`src/hdl/mpdb_pkg.sv`:
```
// ----------------------------------------------------------------------------
// mpdb_pkg
// Widths, stage record and arctangent table for the point distance and
// bearing pipeline.
// ----------------------------------------------------------------------------
package mpdb_pkg;

	localparam int COORD_WIDTH       = 16;
	localparam int CORDIC_ITERATIONS = 16;
	localparam int TABLE_LEN         = 24;
	localparam int GUARD             = 16;

	localparam int DW    = COORD_WIDTH + 1;         // signed difference
	localparam int AW    = COORD_WIDTH;             // magnitude of difference
	localparam int SQW   = 2 * AW + 1;              // sum of squares
	localparam int QW    = AW + 1;                  // square root
	localparam int XW    = DW + GUARD + 3;          // CORDIC x / y
	localparam int ZW    = 27;                      // angle, pi / 2^24 units
	localparam int BW    = ZW + 1 - 9;              // bearing before wrap
	localparam int BRG_W = 17;

	localparam int ITERS = (CORDIC_ITERATIONS < TABLE_LEN) ? CORDIC_ITERATIONS : TABLE_LEN;
	localparam int DEPTH = (ITERS > QW) ? ITERS : QW;
	localparam int SW    = $clog2(((DEPTH > TABLE_LEN) ? DEPTH : TABLE_LEN) + 1);

	localparam int PI_UNITS = 1 << 24;

	typedef struct packed {
		logic                  vld;
		logic                  zero;
		logic signed [XW-1:0]  x;
		logic signed [XW-1:0]  y;
		logic signed [ZW-1:0]  z;
		logic [SQW-1:0]        rem;
		logic [QW-1:0]         root;
	} stage_t;

	// atan(2^-i) in units of pi / 2^24
	function automatic logic [ZW-1:0] atan_of(input logic [SW-1:0] i);
		logic [ZW-1:0] v;
		case (i)
			SW'(0):  v = ZW'(4194304);
			SW'(1):  v = ZW'(2476042);
			SW'(2):  v = ZW'(1308273);
			SW'(3):  v = ZW'(664100);
			SW'(4):  v = ZW'(333339);
			SW'(5):  v = ZW'(166832);
			SW'(6):  v = ZW'(83436);
			SW'(7):  v = ZW'(41721);
			SW'(8):  v = ZW'(20861);
			SW'(9):  v = ZW'(10430);
			SW'(10): v = ZW'(5215);
			SW'(11): v = ZW'(2608);
			SW'(12): v = ZW'(1304);
			SW'(13): v = ZW'(652);
			SW'(14): v = ZW'(326);
			SW'(15): v = ZW'(163);
			SW'(16): v = ZW'(81);
			SW'(17): v = ZW'(41);
			SW'(18): v = ZW'(20);
			SW'(19): v = ZW'(10);
			SW'(20): v = ZW'(5);
			SW'(21): v = ZW'(3);
			SW'(22): v = ZW'(1);
			SW'(23): v = ZW'(1);
			default: v = '0;
		endcase
		return v;
	endfunction

endpackage

```
`src/hdl/mpdb_step.sv`:
```
// ----------------------------------------------------------------------------
// mpdb_step
// One pipeline stage by tied-off index: CORDIC vectoring micro-rotation
// while step < ITERS, one digit-by-digit square root bit while step < QW.
// ----------------------------------------------------------------------------
module mpdb_step (
	input  logic                      clk,
	input  logic                      arst_n,
	input  logic [mpdb_pkg::SW-1:0]   step,
	input  mpdb_pkg::stage_t          d,
	output mpdb_pkg::stage_t          q
);
	import mpdb_pkg::*;

	stage_t               nxt;
	logic signed [XW-1:0] xs;
	logic signed [XW-1:0] ys;
	logic signed [ZW-1:0] ang;
	logic [SW-1:0]        b;
	logic [SQW:0]         trial;
	logic [SQW:0]         root_ext;
	logic [SQW:0]         one;

	always_comb begin
		nxt      = d;
		xs       = d.x >>> step;
		ys       = d.y >>> step;
		ang      = signed'(atan_of(step));
		b        = SW'(QW - 1) - step;
		root_ext = {{(SQW + 1 - QW){1'b0}}, d.root};
		one      = (SQW + 1)'(1);
		trial    = ((root_ext << b) << 1) + (one << {b, 1'b0});
		if (step < SW'(ITERS)) begin
			if (d.y > 0) begin
				nxt.x = d.x + ys;
				nxt.y = d.y - xs;
				nxt.z = d.z + ang;
			end else begin
				nxt.x = d.x - ys;
				nxt.y = d.y + xs;
				nxt.z = d.z - ang;
			end
		end
		if (step < SW'(QW)) begin
			if ({1'b0, d.rem} >= trial) begin
				nxt.rem  = d.rem - trial[SQW-1:0];
				nxt.root = d.root | (QW'(1) << b);
			end
		end
	end

	always_ff @(posedge clk or negedge arst_n) begin
		if (!arst_n) begin
			q <= '0;
		end else begin
			q <= nxt;
		end
	end

endmodule
```
`config.mk`:
```
export PLATFORM = sky130hd
export DESIGN_NAME = mpdb_step
export DESIGN_NICKNAME = d
export VERILOG_FILES = /design/src/hdl/mpdb_pkg.sv /design/src/hdl/mpdb_step.sv
export SDC_FILE = /design/constraint.sdc
export NUM_CORES = 1
export LEC_CHECK = 0
export ABC_AREA = 1
export BUFFER_PORTS_ARGS = -buffer_cell sky130_fd_sc_hd__buf_2
export CORE_ASPECT_RATIO = 1.5
export CORE_MARGIN = 4
export CORE_UTILIZATION = 33
export DETAILED_ROUTE_END_ITERATION = 10
export GPL_ROUTABILITY_DRIVEN = 0
export HOLD_SLACK_MARGIN = 0.06
export PLACE_DENSITY_LB_ADDON = 0.08
export SYNTH_ARGS = -nofsm -noshare
export SYNTH_HDL_FRONTEND = slang
export SYNTH_SLANG_ARGS = --single-unit
```
`constraint.sdc`:
```
create_clock -name clk -period 1.3 [get_ports clk]
set_clock_uncertainty 0.1 [all_clocks]
set_input_delay 0.26 -clock clk [delete_from_list [all_inputs] [get_ports clk]]
set_output_delay 0.26 -clock clk [all_outputs]
set_load 0.005 [all_outputs]
```
==> metrics <==
result of the run=finished with violations; violations in the final reports=negative setup slack; per-cell routed wire length=19.0 um; time the final worst path needs with I/O delays and setup=4.60 ns; Detail Route Antenna Nets=0; fraction of the yosys area taken by sequential cells=0.167; number of search-and-repair iterations in the first detailed-routing pass=5; stage delay of the slowest cell on the critical path=0.32 ns; Setup Total Neg Slack=-414.19 ns; #FFs+latches synth=151; post-synthesis cell type count=71; number of top-level pins=309; endpoint required time on the critical path=1.61 ns; slowest CP cell=o21ai_2; overall overflow remaining after global route=0; sum of internal, switching and leakage power=39.5 mW; fraction of layout instances using a drive strength above 1=0.512; initial standard-cell utilization of the core=0.333; Setup crit end kind=register; Largest register FFs=151; Worst Path Max Fanout=19; Cells after Synth=3785; chip width=222 um; classification of the worst setup path=input port to register; clock-pin slew on the worst setup and hold paths=0.09 ns; relative slew slack=0.664; Cell Area, Synth=22600 sq um; standard cell core area=67800 sq um; final routed wirelength across all metal layers=122000 um; overall routing resource usage=0.312; y dimension of the die=328 um; routed vias=32733; full die area=72700 sq um; Clk Tree Root Cell=clkbuf_16; final worst-path setup slack=-3.30 ns; pre-CTS setup slack=-4.34 ns; layout overhead on the synthesized area=92.1%; CTS H-tree lvls=4; estimated wirelength of the detail-placed design=96400 um; syn nets=4108; site row count=117; global-route wire length before repair=177000 um; count of input and output buffers=308; final net count=5863; total of max-cap violations=0; count of pins over their slew limit=0; P per Cell Area=910 nW/um^2; post-DR vias/cell=5.07; leakage component of the power=21.8 nW; largest registers=q x151; class of the tightest hold or removal check=input port to register; startpoint kind of the worst setup timing path=input port; maximum buffer depth of the clock tree=2; Arr. time, crit path=4.91 ns; Syn. warnings=0; number of hold violations in the final report=0; most used flip-flop cell after synthesis=dfrtp_1; largest register by flop count=q; Post-route DRC=0; Synth Area per Inst=5.96 sq um; number of synthesized flops with an enable pin=0; pin count of the biggest net entering global routing=46; Least-Margin Pin Slew=0.502 ns; final worst path period share=3.54; number of global-route vias before repair=32588; RSZ-0062 raised after global routing=yes; most prevalent standard cell on the critical path=buf_12; share of synthesized registers carrying an async set or reset=1.00; final number of setup-violating endpoints=303; count of routing violations after the opening detailed-route iteration=1787; maximum vdd drop=781 uV; number of buffers created by CTS=17; TritonCTS clock tree=built; final cell utilization of the core=0.640; Num Clock Sinks=151; Fmax achieved=0.217 GHz; worst hold slack after final layout=0.0848 ns; antenna violations before repair=14
==> stage by stage <==
stage / instance area (sq um) / cells
5_1_grt: 43300 / 6449
2_1_floorplan: 23700 / 3785
6_report: 43300 / 6456
4_1_cts: 39400 / 6355
3_5_place_dp: 35400 / 6115
3_3_place_gp: 35400 / 6115
==> cell type report <==
class,instances,area (sq um)
clock inverter,15,183
timing repair inverter,1,6.26
timing repair buffer,1871,14700
antenna,11,27.5
sequential,151,3780
clock buffer,17,425
inverter,418,1620
fill,6245,24400
tap,892,1120
multi-input combinational,3080,21500
==> critical path: cells and delay by family <==
family / cells / cell delay (ns)
AO/OA/AOI/OAI: 10 / 1.89
buffers and inverters: 9 / 1.19
multiplexers: 1 / 0.16
XOR/XNOR: 1 / 0.19
adder cells (fa/ha/maj): 2 / 0.59
AND/OR/NAND/NOR: 7 / 0.61
==> placed cells by master (no fill, tap or decap), types with 115 or more instances in the layout <==
master	synthesis	final
nand2_1	1175	931
nor2_1	271	170
nand3_2	8	115
dlygate4sd3_1	0	122
inv_1	400	352
buf_2	45	305
buf_4	6	1320
nand2_2	11	214
dfrtp_1	151	151
nand3_1	427	304
==> final timing paths <==
| check | cells past startpoint | start | to |
|---|---|---|---|
| min in group asynchronous | 3 | arst_n | q[40]$_DFF_PN0_ |
| hold / removal | 4 | d[18] | q[18]$_DFF_PN0_ |
| max in group asynchronous | 3 | arst_n | q[83]$_DFF_PN0_ |
| setup / recovery | 30 | step[0] | q[6]$_DFF_PN0_ |
==> where the power goes <==
group	internal (mW)	leakage, nW	switching, mW
Clock	2.59	0.285	2.85
Combinational	13.7	19.8	14.5
Sequential	5.58	1.78	0.267
Total	21.9	21.8	17.6
==> kinds of logic after synthesis <==
kind of cell	share of synthesized area
AND/OR/NAND/NOR	0.403
XOR/XNOR	0.0664
AO/OA/AOI/OAI	0.166
flip-flops	0.167
buffers and inverters	0.103
multiplexers	0.00133
adder cells (fa/ha/maj)	0.0928
==> metal layers <==
layer | GRT usage | share of wire
met1 | 0.306 | 0.35
met2 | 0.603 | 0.53
met3 | 0.0425 | 0.040
met4 | 0.211 | 0.084
met5 | 0 | 0.00052
==> timing repair <==
action / 4_1_cts / 5_1_grt
pin swaps: 110 / 361
gates cloned: 9 / 7
hold endpoints to repair: 271 / 0
resized for setup: 364 / 741
setup buffers: 77 / 97
hold buffers: 122 / 0
endpoints found under the setup margin: 300 / 310
==> synthesized netlist by cell type (4+ instances only) <==
cell / instances / area, sq um
nand2_1: 1175 / 4410
nand3_1: 427 / 2140
inv_1: 400 / 1500
nor2_1: 271 / 1020
o21ai_0: 221 / 1110
a21oi_1: 195 / 976
ha_1: 161 / 2010
dfrtp_1: 151 / 3780
xor2_1: 108 / 946
xnor2_1: 63 / 552
nand4_1: 59 / 369
or2_2: 53 / 332
buf_2: 45 / 225
o21ai_1: 44 / 220
clkbuf_1: 42 / 158
nor3_1: 38 / 190
o21ai_2: 37 / 324
buf_1: 25 / 93.8
a31oi_1: 24 / 150
a21o_1: 16 / 120
buf_6: 16 / 180
inv_2: 16 / 60.1
o211ai_1: 16 / 120
nor2_2: 15 / 93.8
nor4_1: 15 / 93.8
o22ai_1: 12 / 75.1
a21oi_2: 11 / 96.3
nand2_2: 11 / 68.8
o21bai_1: 10 / 75.1
nand3_2: 8 / 80.1
o221ai_1: 8 / 70.1
o21bai_2: 7 / 78.8
buf_4: 6 / 45.0
o21a_1: 6 / 45.0
a221oi_1: 5 / 43.8
nand3b_1: 5 / 37.5
nor3_2: 5 / 50.1
a211oi_1: 4 / 30.0
fa_1: 4 / 80.1
nor2_4: 4 / 45.0
Note: power is estimated with default switching activity, not from simulation.
